--- src/rtl/tccw_pkg.sv ---
// Shared types and constants for the text console character writer.
package tccw_pkg;

    localparam int COLUMNS_DEF   = 80;
    localparam int ROWS_DEF      = 25;
    localparam int TAB_WIDTH_DEF = 8;

    // Wide enough to address up to 16384 cells, e.g. a 256 x 64 screen.
    localparam int CMD_AW = 14;

    localparam logic       REQ_PUT    = 1'b0;
    localparam logic       REQ_READ   = 1'b1;
    localparam logic [7:0] CODE_BS    = 8'd8;
    localparam logic [7:0] CODE_TAB   = 8'd9;
    localparam logic [7:0] CODE_NL    = 8'd10;
    localparam logic [7:0] CHAR_SPACE = 8'h20;
    localparam logic [7:0] ATTR_RESET = 8'h07;

    typedef struct packed {
        logic        req_type;
        logic [7:0]  char_code;
        logic [10:0] cell_index;
    } t_in_item;

    typedef struct packed {
        logic [4:0]  cursor_row;
        logic [6:0]  cursor_col;
        logic [15:0] read_cell;
        logic        scrolled;
    } t_out_item;

    // Classified request handed from the front to the back.
    typedef struct packed {
        logic              is_read;
        logic              rd_ok;
        logic [CMD_AW-1:0] rd_addr;
        logic              w1_en;
        logic [CMD_AW-1:0] w1_addr;
        logic [7:0]        w1_char;
        logic              scroll;
        logic [CMD_AW-1:0] w2_addr;
        logic [4:0]        cur_row;
        logic [6:0]        cur_col;
    } t_cmd;

endpackage

--- src/rtl/tccw_front.sv ---
// Front end: owns the cursor, classifies each request into a command.
module tccw_front
    import tccw_pkg::*;
#(
    parameter int COLUMNS   = COLUMNS_DEF,
    parameter int ROWS      = ROWS_DEF,
    parameter int TAB_WIDTH = TAB_WIDTH_DEF
) (
    input  logic     i_clk,
    input  logic     i_rst_n,
    input  logic     i_accept,
    input  t_in_item i_item,
    output t_cmd     o_cmd
);
    localparam int CELLS = COLUMNS * ROWS;
    localparam int CW    = $clog2(COLUMNS);
    localparam int RW    = $clog2(ROWS);
    localparam int SW    = $clog2(COLUMNS + TAB_WIDTH);
    localparam int PW    = (TAB_WIDTH > 1) ? $clog2(TAB_WIDTH) : 1;
    localparam logic [PW-1:0] LAST_PH = PW'((COLUMNS - 1) % TAB_WIDTH);

    logic [RW-1:0] r_row, n_row, w1_row;
    logic [CW-1:0] r_col, n_col, w1_col;
    logic [PW-1:0] r_phase, n_phase;     // column modulo tab width
    logic [SW-1:0] tab_sum;
    logic          w1_en, row_adv, scroll, is_read;
    logic [7:0]    w1_char;

    assign is_read = (i_item.req_type == REQ_READ);

    always_comb begin
        n_row   = r_row;
        n_col   = r_col;
        n_phase = r_phase;
        w1_en   = 1'b0;
        w1_row  = r_row;
        w1_col  = r_col;
        w1_char = i_item.char_code;
        row_adv = 1'b0;
        scroll  = 1'b0;
        tab_sum = SW'(r_col) + SW'(TAB_WIDTH) - SW'(r_phase);
        unique case (i_item.char_code)
            CODE_BS: begin
                if (r_row != '0 || r_col != '0) begin
                    w1_en   = 1'b1;
                    w1_char = CHAR_SPACE;
                    if (r_col == '0) begin
                        n_col   = CW'(COLUMNS - 1);
                        n_row   = r_row - 1'b1;
                        n_phase = LAST_PH;
                    end else begin
                        n_col   = r_col - 1'b1;
                        n_phase = (r_phase == '0) ? PW'(TAB_WIDTH - 1) : r_phase - 1'b1;
                    end
                    w1_row = n_row;
                    w1_col = n_col;
                end
            end
            CODE_NL: begin
                n_col   = '0;
                n_phase = '0;
                row_adv = 1'b1;
            end
            CODE_TAB: begin
                n_phase = '0;
                if (tab_sum >= SW'(COLUMNS)) begin
                    n_col   = '0;
                    row_adv = 1'b1;
                end else begin
                    n_col = CW'(tab_sum);
                end
            end
            default: begin
                w1_en = 1'b1;
                if (r_col == CW'(COLUMNS - 1)) begin
                    n_col   = '0;
                    n_phase = '0;
                    row_adv = 1'b1;
                end else begin
                    n_col   = r_col + 1'b1;
                    n_phase = (r_phase == PW'(TAB_WIDTH - 1)) ? '0 : r_phase + 1'b1;
                end
            end
        endcase
        if (row_adv) begin
            if (r_row == RW'(ROWS - 1)) begin
                scroll = 1'b1;
            end else begin
                n_row = r_row + 1'b1;
            end
        end
    end

    always_comb begin
        o_cmd.is_read = is_read;
        o_cmd.rd_ok   = (32'(i_item.cell_index) < CELLS);
        o_cmd.rd_addr = CMD_AW'(i_item.cell_index);
        o_cmd.w1_en   = w1_en;
        o_cmd.w1_addr = CMD_AW'(CMD_AW'(w1_row) * CMD_AW'(COLUMNS) + CMD_AW'(w1_col));
        o_cmd.w1_char = w1_char;
        o_cmd.scroll  = scroll;
        o_cmd.w2_addr = CMD_AW'(CMD_AW'(n_row) * CMD_AW'(COLUMNS) + CMD_AW'(n_col));
        o_cmd.cur_row = is_read ? 5'(r_row) : 5'(n_row);
        o_cmd.cur_col = is_read ? 7'(r_col) : 7'(n_col);
    end

    always_ff @(posedge i_clk) begin
        if (!i_rst_n) begin
            r_row   <= '0;
            r_col   <= '0;
            r_phase <= '0;
        end else if (i_accept && !is_read) begin
            r_row   <= n_row;
            r_col   <= n_col;
            r_phase <= n_phase;
        end
    end

endmodule

--- config.mk ---
export PLATFORM = sky130hd
export DESIGN_NAME = tccw_front
export DESIGN_NICKNAME = d
export VERILOG_FILES = /design/src/rtl/tccw_pkg.sv /design/src/rtl/tccw_front.sv
export SDC_FILE = /design/constraint.sdc
export NUM_CORES = 1
export LEC_CHECK = 0
export ABC_AREA = 1
export BUFFER_PORTS_ARGS = -buffer_cell sky130_fd_sc_hd__buf_2
export CORE_MARGIN = 1.5
export CORE_UTILIZATION = 49
export DETAILED_ROUTE_END_ITERATION = 10
export GPL_TIMING_DRIVEN = 0
export PLACE_DENSITY = 0.89
export SLEW_MARGIN = 20
export SYNTH_ARGS = -nofsm -noshare
export SYNTH_HDL_FRONTEND = slang
export SYNTH_SLANG_ARGS = --single-unit
--- constraint.sdc ---
create_clock -name i_clk -period 4.8 [get_ports i_clk]
set_input_delay 0.72 -clock i_clk [delete_from_list [all_inputs] [get_ports i_clk]]
set_output_delay 0.72 -clock i_clk [all_outputs]
set_load 0.01 [all_outputs]
==> summary.md <==
| Metric | Value |
|---|---|
| Critical Path AT | `4.08 ns` |
| Die Footprint | `6750 µm²` |
| Combinational share of power | `58.6%` |
| Internal Power | `0.000344 W` |
| Vias in the first global route | `3084` |
| Period utilization | `99.9%` |
| NetSw | `0.000275 W` |
| Max-slew violation count | `0` |
| Area grow syn2layout | `27.3%` |
| Sequential share of power | `23.8%` |
| Core area | `5990 µm²` |
| Initial antenna violation count | `0` |
| Setup crit end kind | `primary output` |
| Main synth FF type | `dfxtp_1` |
| Status | `finished clean` |
| DR vias/cell | `5.21` |
| Via count of the routed design | `3441` |
| Max rail drop VDD | `0.133 mV` |
| PD cells | `158 nW/µm²` |
| Routed len/inst | `13.4 µm` |
| Post-synthesis sequential area ratio | `9.78%` |
| Post-synth top area share | `15.1%` |
| Setup violations, final | `0` |
| # port buffers | `77` |
| Pleak | `2.12 nW` |
| Post-synthesis cell type count | `42` |
| CTS max path bufs | `2` |
| Antenna Cells | `0` |
| Switching part of the total | `44.4%` |
| CTS tree | `done` |
| Ys async rst share | `0%` |
| Placed Cells | `635` |
| Yosys warnings | `0` |
| Die H | `82.2 µm` |
| Most common cell in the netlist | `nand2_1` |
| DR pass1 iterations | `5` |
| Worst setup SP type | `flop` |
| Gpl congestion | `1.02` |
| Slack of the critical path | `0.00407 ns` |
| Mapped Cells | `477` |
| Area leader, netlist | `ha_1` |
| Ranking of synthesized cells by area | `ha_1 (15%), nand2_1 (11%), dfxtp_1 (9.8%)` |
| Chip width | `82.2 µm` |
| Final hold violation count | `0` |
| Clock Latency Late Sink | `0.26 ns` |
| Final design utilization | `65.2%` |
| All-Layer GR Usage | `24.8%` |
| Post-Place Worst Slack | `-0.390 ns` |
| Most frequent cells after synthesis | `nand2_1 (88), inv_1 (65), ha_1 (37), o21ai_0 (37), nand3_1 (34)` |
| Achievable frequency | `209 MHz` |
| Hold buffers post-CTS | `0` |
| RSZ-0062 raised after global routing | `yes` |
| Final setup skew | `0.00772 ns` |
| Hold Crit Class | `flop to flop` |
| Avg Inst Size Synth | `6.44 µm²` |
| Critical path peak fanout | `4` |
| Detail Route Antenna Nets | `0` |
| Number of H-tree levels | `1` |
| Pin count of the biggest net entering global routing | `11` |
| CP Class | `flop to primary output` |
| Share of layout cells above drive strength 1 | `36.1%` |
| Clock share of power | `17.6%` |
| I/O Pins | `89` |
| Post-Route WL | `8860 µm` |
| Critical Path RT | `4.08 ns` |
| Grt total ovfl | `0` |
| DRT iter0 DRCs | `250` |
| Worst hold slack | `0.609 ns` |
| Post-route DRC | `0` |
| Worst-path clk slew | `0.06 ns` |
| Final HPWL DP | `6750 µm` |
| Power Total | `0.000619 W` |
| Fin crit period | `4.80 ns` |
| Clock root cell | `clkbuf_8` |
| Final-stage net count | `651` |
| Clk sinks | `15` |
| Number of max-cap violations | `0` |
| First-pass GRT wire length | `13300 µm` |
| Total CTS buffers | `3` |
| Initial core utilization | `51.3%` |
| Number of synthesized flops with an enable pin | `0` |
| Fin cells | `660` |
| Mapped Area | `3070 µm²` |
| Row cnt | `28` |
| Fill count | `502` |
| Yosys reg bits | `15` |
## state kept, by name, indices dropped and copies added (netlist names)
signal and count:
r_row 5, r_col 7, r_phase 3
## metrics by stage
step,setup TNS (ns),instance area (µm²)
floorplan,0,3090
global placement,-0.714,3570
detailed placement,-1.02,3570
CTS,0,3750
global route,-0.705,3910
finish,0,3910
## worst paths after layout
| path | startpoint | to | slack [ns] | cells past startpoint |
|---|---|---|---|---|
| hold reg to reg | r_phase[1] | r_phase[1] | 0.61 | 3 |
| hold / removal | r_phase[1] | r_phase[1] | 0.61 | 3 |
| setup / recovery | r_phase[1] | o_cmd[22] | 0.004 | 27 |
| setup reg to reg | r_phase[0] | r_col[5] | 1.98 | 19 |
## layer usage
| layer | wire length (µm) | share of wire, % | global-route usage (%) | vias up |
|---|---|---|---|---|
| met3 | 618 | 7.0 | 1.32 | 27 |
| met2 | 4380 | 49 | 45.9 | 164 |
| met4 | 257 | 2.9 | 8.47 | 0 |
| met1 | 3610 | 41 | 30.1 | 1528 |
| li1 | - | - | - | 1722 |
| met5 | 0 | 0 | 0 | - |
## cells by family after synthesis
group / share of synthesized area [%]
buf+inv: 18.3
simple gates: 31.9
other cells: 0.122
fa+ha+maj: 18.3
flops: 9.78
xor+xnor: 6.76
compound gates: 14.8
## what timing repair did
item,4_1_cts,5_1_grt
resized for setup,16,23
endpoints found under the setup margin,5,4
pin swaps,8,20
buffers inserted,13,8
## critical path, cell delays in order, from the launching register on
cell and delay [ns]:
dfxtp_2 0.36, inv_4 0.06, ha_4 0.27, ha_4 0.14, inv_2 0.04, fa_2 0.36
inv_2 0.06, nand2_2 0.06, nand4_1 0.10, nand2_1 0.08, nand2_2 0.10, nand3_4 0.10
nand2_4 0.14, nand3_4 0.09, o21ai_2 0.23, ha_2 0.25, ha_4 0.14, inv_2 0.04
fa_2 0.36, xnor2_2 0.18, inv_1 0.06, nor2_1 0.10, inv_1 0.09, nor2_2 0.13
inv_1 0.05, nand3_1 0.07, nand2_1 0.05, buf_2 0.13
## cell usage in the layout, fill, tap and decap left out, types with 6 or more instances in the layout
master    instances
a21oi_1          18
buf_2            79
buf_4            49
clkbuf_1          9
conb_1            7
dfxtp_1          10
ha_1             30
inv_1            59
inv_2            19
nand2_1          82
nand2_2          11
nand3_1          33
nand4_1           8
nor2_1           28
nor2_2            8
nor2_4            6
o21ai_0          36
o21ai_1          14
xnor2_1           6
xor2_1           13
## power by group through the flow
stage | Sequential [W] | Clock, W | Combinational (W)
3_5_place_dp | 0.000148 | 0 | 0.000321
3_3_place_gp | 0.000147 | 0 | 0.000311
2_1_floorplan | 0.000144 | 0 | 0.000233
5_1_grt | 0.000148 | 0.000114 | 0.000405
6_report | 0.000147 | 0.000109 | 0.000363
4_1_cts | 0.000145 | 0.000107 | 0.000339
## layout make-up
class	instances	area (µm²)	area share, %
clock buffer	3	41.3	1.06
timing repair buffer	98	543	13.9
sequential	15	309	7.91
inverter	81	314	8.03
clock inverter	1	5.00	0.128
buffer	39	254	6.50
multi-input combinational	348	2350	60.1
tap	75	93.8	2.40
(Power assumes the default switching activity.)
