<file path="src/rtl/tccw_fifo.sv">
// Small synchronous queue of any packed type.
module tccw_fifo #(
    parameter type T     = logic [7:0],
    parameter int  DEPTH = 2
) (
    input  logic i_clk,
    input  logic i_rst_n,
    input  logic i_push,
    input  T     i_data,
    output logic o_full,
    input  logic i_pop,
    output T     o_data,
    output logic o_empty
);
    localparam int PW = (DEPTH > 1) ? $clog2(DEPTH) : 1;
    localparam int CW = $clog2(DEPTH + 1);

    T               r_mem [DEPTH];
    logic [PW-1:0]  r_wp, r_rp;
    logic [CW-1:0]  r_cnt;
    logic           do_push, do_pop;

    assign o_full  = (r_cnt == CW'(DEPTH));
    assign o_empty = (r_cnt == '0);
    assign o_data  = r_mem[r_rp];
    assign do_push = i_push && !o_full;
    assign do_pop  = i_pop && !o_empty;

    always_ff @(posedge i_clk) begin
        if (!i_rst_n) begin
            r_wp  <= '0;
            r_rp  <= '0;
            r_cnt <= '0;
        end else begin
            if (do_push) begin
                r_wp <= (r_wp == PW'(DEPTH - 1)) ? '0 : r_wp + 1'b1;
            end
            if (do_pop) begin
                r_rp <= (r_rp == PW'(DEPTH - 1)) ? '0 : r_rp + 1'b1;
            end
            if (do_push && !do_pop) begin
                r_cnt <= r_cnt + 1'b1;
            end else if (!do_push && do_pop) begin
                r_cnt <= r_cnt - 1'b1;
            end
        end
    end

    always_ff @(posedge i_clk) begin
        if (do_push) begin
            r_mem[r_wp] <= i_data;
        end
    end

endmodule

</file>
<file path="config.mk">
export PLATFORM = sky130hd
export DESIGN_NAME = tccw_fifo
export DESIGN_NICKNAME = d
export VERILOG_FILES = /design/src/rtl/tccw_fifo.sv
export SDC_FILE = /design/constraint.sdc
export NUM_CORES = 1
export LEC_CHECK = 0
export ABC_AREA = 1
export ABC_CLOCK_PERIOD_IN_PS = 2800
export BUFFER_PORTS_ARGS = -buffer_cell sky130_fd_sc_hd__buf_2
export CAP_MARGIN = 20
export CORE_UTILIZATION = 53
export DETAILED_ROUTE_END_ITERATION = 10
export PLACE_DENSITY = 0.91
export SYNTH_ARGS = -nofsm -noshare
export SYNTH_HDL_FRONTEND = slang
export SYNTH_SLANG_ARGS = --single-unit
</file>
<file path="constraint.sdc">
create_clock -name i_clk -period 2.8 [get_ports i_clk]
set_clock_uncertainty 0.05 [all_clocks]
set_input_delay 0.28 -clock i_clk [delete_from_list [all_inputs] [get_ports i_clk]]
set_output_delay 0.28 -clock i_clk [all_outputs]
set_load 0.01 [all_outputs]
</file>
==> results.py, run 1 <==
metrics = {
    "routing": {
        "drt_wl_total_mm": 1.28,
        "route.met3.wl_um": 55,
        "routed.top_layer": "met4",
        "via_per_inst": 4.98,
        "drt_iter0_drc": 7,
        "wire_per_inst_um": 12.6,
        "drtAntennaViolNets": 0,
        "drtPass1Iterations": 4,
        "vias": 508,
        "wl_met1_um": 551,
        "drc_errors": 0,
        "met2WireLength_um": 671,
    },
    "finish": {
        "layout.nets": 101,
        "layoutNonFillerInstCount": 102,
        "final_cell_mix": "buf_2, edfxtp_1, nor2_1",
        "mostFrequentLayoutCell": "buf_2",
        "final_cell_area_um2": 970,
        "drive_gt1_share_pct": 41.4,
        "post-route-util_pct": 71.0,
        "diodes": 0,
        "areaGrowthSynthToFinish_pct": 17.8,
    },
    "sta": {
        "slew_headroom_pct": 53.9,
        "whs_ns": 0.111,
        "period_share_pct": 59.7,
        "max_freq_mhz": 599,
        "tns_ns": 0,
        "final_max_slew_viol_count": 0,
        "setup_ws_ns": 1.13,
        "tightest_slew_ns": 0.689,
        "rsz0062_at_grt": "no",
        "finalCriticalPeriod_ns": 1.67,
        "finalSetupViolCount": 0,
        "hold_viol_final": 0,
    },
    "die": {
        "die_area_um2": 1710,
        "initial_utilization_pct": 60.3,
        "die_h_um": 41.4,
        "ios": 22,
        "die_x_um": 41.4,
        "row_count": 13,
        "coreArea_um2": 1370,
    },
    "worst_setup_path": {
        "critPathCaptureType": "output pin",
        "r2r_end": "r_mem[0][3]",
        "critPathKind": "flip-flop to output pin",
        "crit_required_ns": 2.47,
        "start_kind": "flip-flop",
        "path_max_fanout": 8,
        "reg2reg_depth": 2,
        "regToRegStartpoint": "r_cnt[0]",
        "cp.arrival_ns": 1.34,
        "reg2reg_slack_ns": 1.32,
    },
    "synth": {
        "synth_nets": 76,
        "synth.cell_area_um2": 823,
        "ys.warnings.count": 0,
        "yosysSeqAreaShare_pct": 70.5,
        "synth_top_area_share_pct": 58.4,
        "synthDistinctLibCells": 15,
        "syn_avg_cell_area_um2": 13.1,
        "synth-seq-cells": 21,
        "yosysTopAreaCell": "edfxtp_1",
        "synth_top_cells_by_area": "edfxtp_1, dfxtp_1, mux2_2",
        "netlist_instances": 63,
    },
    "cts": {
        "postCtsHoldBufs": 0,
        "cts_setup_buffers": 0,
        "clock_latency_ns": 0.30,
        "cts-resized-gates": 0,
        "clock_tree.buffer_depth": 2,
        "cts_made_buffers": 3,
        "cts_sinks": 21,
        "cts_tree": "yes",
        "htreeDepth": 1,
        "cts_root_buf": "clkbuf_4",
        "clkTransAtPathRegs_ns": 0.11,
    },
    "grt": {
        "grt_pass1_vias": 491,
        "grt_max_degree": 13,
        "grt_overflow": 0,
        "grtUsageTotal_pct": 17.3,
        "grt_pass1_wl_mm": 2.17,
        "grt_antenna_before_repair": 0,
    },
    "run": {
        "maxCapViolCount": 0,
    },
    "hold_path": {
        "hold_path_depth": 1,
        "min_to": "r_mem[1][1]",
        "hp-start": "i_data[1]",
        "worstHoldPathType": "input port to flip-flop",
    },
    "placed_design": {
        "post-place-cells": 98,
        "post-dp-hpwl_mm": 1.02,
        "port_buffers": 21,
        "place_ws_ns": 1.32,
        "place_area_um2": 942,
        "gp_congestion": 0.674,
    },
    "status": {
        "outcome": "complete, no violations",
    },
    "power": {
        "power.leakage_nw": 0.411,
        "p_per_area_nw_per_um2": 850,
        "peakVddDrop_mv": 0.531,
        "total_power_mw": 0.825,
    },
}
## per-layer routing
layer	track usage, %	up-vias
met3	5.22	2
met4	7.74	0
met2	28.1	11
met5	0	-
met1	21.1	235
li1	-	260
## state kept, by name, indices dropped and copies added, names as in the netlist, named ones only
register / flops
r_mem: 16
r_cnt: 2
r_rp: 1
r_wp: 1
## worst max-delay path: stages (launching register included)
cell     delay (ns)
dfxtp_1        0.53
mux2_2         0.38
buf_2          0.14
## worst max path at each step
stage	from	endpoint	slack [ns]	cells after the start
after detailed placement	r_cnt[0]	r_mem[1][2]	1.32	2
after CTS	flip-flop	o_data[1]	1.09	2
final	flip-flop	o_data[7]	1.13	2
after floorplan	r_cnt[0]	r_cnt[1]	1.43	9
after global routing	flip-flop	o_data[7]	1.04	2
after global placement	r_cnt[0]	r_mem[1][6]	1.39	2
## cell usage after synthesis
master    instances
ha_1              1
inv_1             8
nand3_1           1
nor2_1           10
buf_2             1
inv_2             1
dfxtp_1           5
mux2_2            8
o21ai_2           1
o21ai_0           2
nand4_1           1
nand2_1           6
a21oi_1           1
edfxtp_1         16
nor2_2            1
## where the power goes
group | leakage [nW] | internal, mW | total (mW) | switching, mW
combinational | 0.202 | 0.110 | 0.252 | 0.142
clock | 0.0177 | 0.0532 | 0.138 | 0.0846
sequential | 0.191 | 0.398 | 0.435 | 0.0364
## area by class of cell
cell class / count / area (um2)
sequential: 21 / 581
fill: 106 / 397
timing repair buffer: 21 / 105
clock inverter: 1 / 5.00
inverter: 9 / 33.8
multi-input combinational: 32 / 204
tap: 15 / 18.8
clock buffer: 3 / 22.5
## cell families (layout without fill, tap and decap cells)
kind of cell | Yosys count | after routing | synth area share (%)
AOI/OAI and AO/OA | 4 | 4 | 2.89
adders and majority gates | 1 | 1 | 1.52
buffers and inverters | 10 | 34 | 4.71
DFF | 21 | 21 | 70.5
muxes | 8 | 8 | 10.9
and+or+nand+nor | 19 | 19 | 9.42
Note: power is estimated with default switching activity, not from simulation.
==> run 2, diff against run 1 <==
--- a/config.mk
+++ b/config.mk
@@ -6,12 +6,12 @@
 export NUM_CORES = 1
 export LEC_CHECK = 0
 export ABC_AREA = 1
-export ABC_CLOCK_PERIOD_IN_PS = 2800
+export ABC_CLOCK_PERIOD_IN_PS = 1650
 export BUFFER_PORTS_ARGS = -buffer_cell sky130_fd_sc_hd__buf_2
 export CAP_MARGIN = 20
-export CORE_UTILIZATION = 53
+export CORE_UTILIZATION = 49
 export DETAILED_ROUTE_END_ITERATION = 10
-export PLACE_DENSITY = 0.91
+export PLACE_DENSITY = 0.86
 export SYNTH_ARGS = -nofsm -noshare
 export SYNTH_HDL_FRONTEND = slang
 export SYNTH_SLANG_ARGS = --single-unit
==> constraint.sdc (replaced) <==
create_clock -name i_clk -period 1.65 [get_ports i_clk]
set_clock_uncertainty 0.05 [all_clocks]
set_input_delay 0.165 -clock i_clk [delete_from_list [all_inputs] [get_ports i_clk]]
set_output_delay 0.165 -clock i_clk [all_outputs]
set_load 0.01 [all_outputs]
==> run 2 against run 1 <==
Net effect: critical path type unchanged; highest routed layer unchanged; global-route usage decreased by 1.9 points; sequential share of layout area fell by 3.2 points; critical endpoint is now o_data[4]; non-clock buffer count grew 6; setup slack got worse by 1.0 ns.
==> results.py, run 2 (synthesis gave the netlist of run 1 again) <==
metrics = {
    "finish": {
        "multi_input_area_um2": 204,
        "mostFrequentLayoutCell": "buf_2",
        "layout.nets": 107,
        "areaGrowthSynthToFinish_pct": 24.6,
        "final_cell_area_um2": 1030,
        "reg_top3": "r_mem: 16 flops, r_cnt: 2 flops",
        "largest_reg_flops": 16,
        "fillers": 121,
        "final_cell_mix": "buf_2, edfxtp_1, nor2_1",
        "diodes": 0,
        "ff_latch_area_um2": 582,
        "drive_gt1_share_pct": 40.9,
        "top_register": "r_mem",
    },
    "routing": {
        "vias": 558,
        "drtAntennaViolNets": 0,
        "drtPass1Iterations": 5,
        "via_per_inst": 5.12,
        "drt_wl_total_mm": 1.31,
        "drc_errors": 0,
        "drt_iter0_drc": 2,
        "wire_per_inst_um": 12.0,
    },
    "hold_path": {
        "hold_path_depth": 1,
        "worstHoldPathType": "input port to flip-flop",
        "hp-start": "i_data[1]",
        "min_to": "r_mem[1][1]",
    },
    "worst_setup_path": {
        "path_max_fanout": 8,
        "reg2reg_slack_ns": 0.15,
        "regToRegStartpoint": "r_cnt[0]",
        "crit_required_ns": 1.43,
        "critPathCaptureType": "output pin",
        "reg2reg_depth": 9,
        "critPathKind": "flip-flop to output pin",
        "r2r_end": "r_cnt[1]",
        "start_kind": "flip-flop",
        "cp.arrival_ns": 1.34,
    },
    "status": {
        "outcome": "complete, no violations",
    },
    "grt": {
        "grtUsageTotal_pct": 15.4,
        "grt_antenna_before_repair": 0,
        "grt_overflow": 0,
        "grt_pass1_vias": 564,
        "grt_pass1_wl_mm": 2.07,
        "grt_max_degree": 12,
    },
    "cts": {
        "cts_sinks": 21,
        "cts_setup_buffers": 0,
        "cts_root_buf": "clkbuf_4",
        "cts_made_buffers": 3,
        "htreeDepth": 1,
        "clock_latency_ns": 0.29,
        "clkTransAtPathRegs_ns": 0.11,
        "cts_tree": "yes",
        "clock_tree.buffer_depth": 2,
    },
    "sta": {
        "period_share_pct": 94.2,
        "tns_ns": 0,
        "max_freq_mhz": 643,
        "whs_ns": 0.00543,
        "finalSetupViolCount": 0,
        "hold_viol_final": 0,
        "rsz0062_at_grt": "no",
        "final_max_slew_viol_count": 0,
        "setup_ws_ns": 0.0958,
        "slew_headroom_pct": 77.5,
        "tightest_slew_ns": 0.338,
        "finalCriticalPeriod_ns": 1.55,
    },
    "run": {
        "maxCapViolCount": 0,
    },
    "placed_design": {
        "place_area_um2": 958,
        "gp_congestion": 0.644,
        "port_buffers": 21,
        "place_ws_ns": 0.143,
        "post-dp-hpwl_um": 955,
    },
    "die": {
        "row_count": 14,
        "die_h_um": 43.0,
        "die_area_um2": 1850,
        "initial_utilization_pct": 53.4,
        "ios": 22,
        "coreArea_um2": 1540,
        "die_x_um": 43.0,
    },
    "power": {
        "p_per_area_nw_per_um2": 1390,
        "peakVddDrop_mv": 0.926,
        "total_power_mw": 1.42,
        "power.leakage_nw": 0.435,
    },
}
-- run 2: cell types whose count changed in the layout (fill, tap and decap cells not counted), sizes merged --
cell / delta
clkbuf: +1
dlygate4sd3: +4
buf: +2
clkinv: -1
-- run 2: metal layers --
metal	GRT usage (%)	vias to the layer above	share of wire, %
met2	30.3	19	54
met4	5.45	0	1.1
met5	0	-	0
met3	5.11	2	6.7
li1	-	272	-
met1	14.2	265	38
-- run 2: area by class of cell --
| cell class | instances | area share [%] |
|---|---|---|
| Clock buffer | 4 | 2.56 |
| Inverter | 9 | 3.29 |
| Multi-Input combinational cell | 32 | 19.9 |
| Sequential cell | 21 | 56.7 |
| Tap cell | 16 | 1.95 |
| Timing Repair Buffer | 27 | 15.6 |
-- run 2: worst max path at each step --
stage,to,slack (ns),cells past startpoint
6_report,o_data[4],0.1,2
5_1_grt,o_data[4],0.02,2
4_1_cts,o_data[7],0.08,2
3_5_place_dp,r_cnt[1],0.14,9
3_3_place_gp,r_cnt[1],0.27,9
2_1_floorplan,r_cnt[1],0.28,9
-- run 2: stage by stage --
stage	std cells	util, %
after floorplan	63	-
after global placement	101	62.2
after detailed placement	101	62.2
after CTS	105	63.9
after global routing	109	66.6
final	109	66.6
-- run 2: repair_timing --
action / CTS / global route
endpoints found under the hold margin: 0 / 8
endpoints found under the setup margin: 0 / 1
hold buffers: 0 / 4
gates resized for setup: 0 / 1
-- run 2: power breakdown --
part | internal [mW] | switching, mW | leakage [nW] | total (mW)
Sequential | 0.677 | 0.0648 | 0.191 | 0.742
Clock | 0.0940 | 0.138 | 0.0150 | 0.232
Combinational | 0.206 | 0.244 | 0.229 | 0.451
Total | 0.977 | 0.447 | 0.435 | 1.42
-- run 2: critical path, cell delays in order, from the launching register on --
cell and delay, ns:
dfxtp_1 0.53, mux2_2 0.38, buf_2 0.14
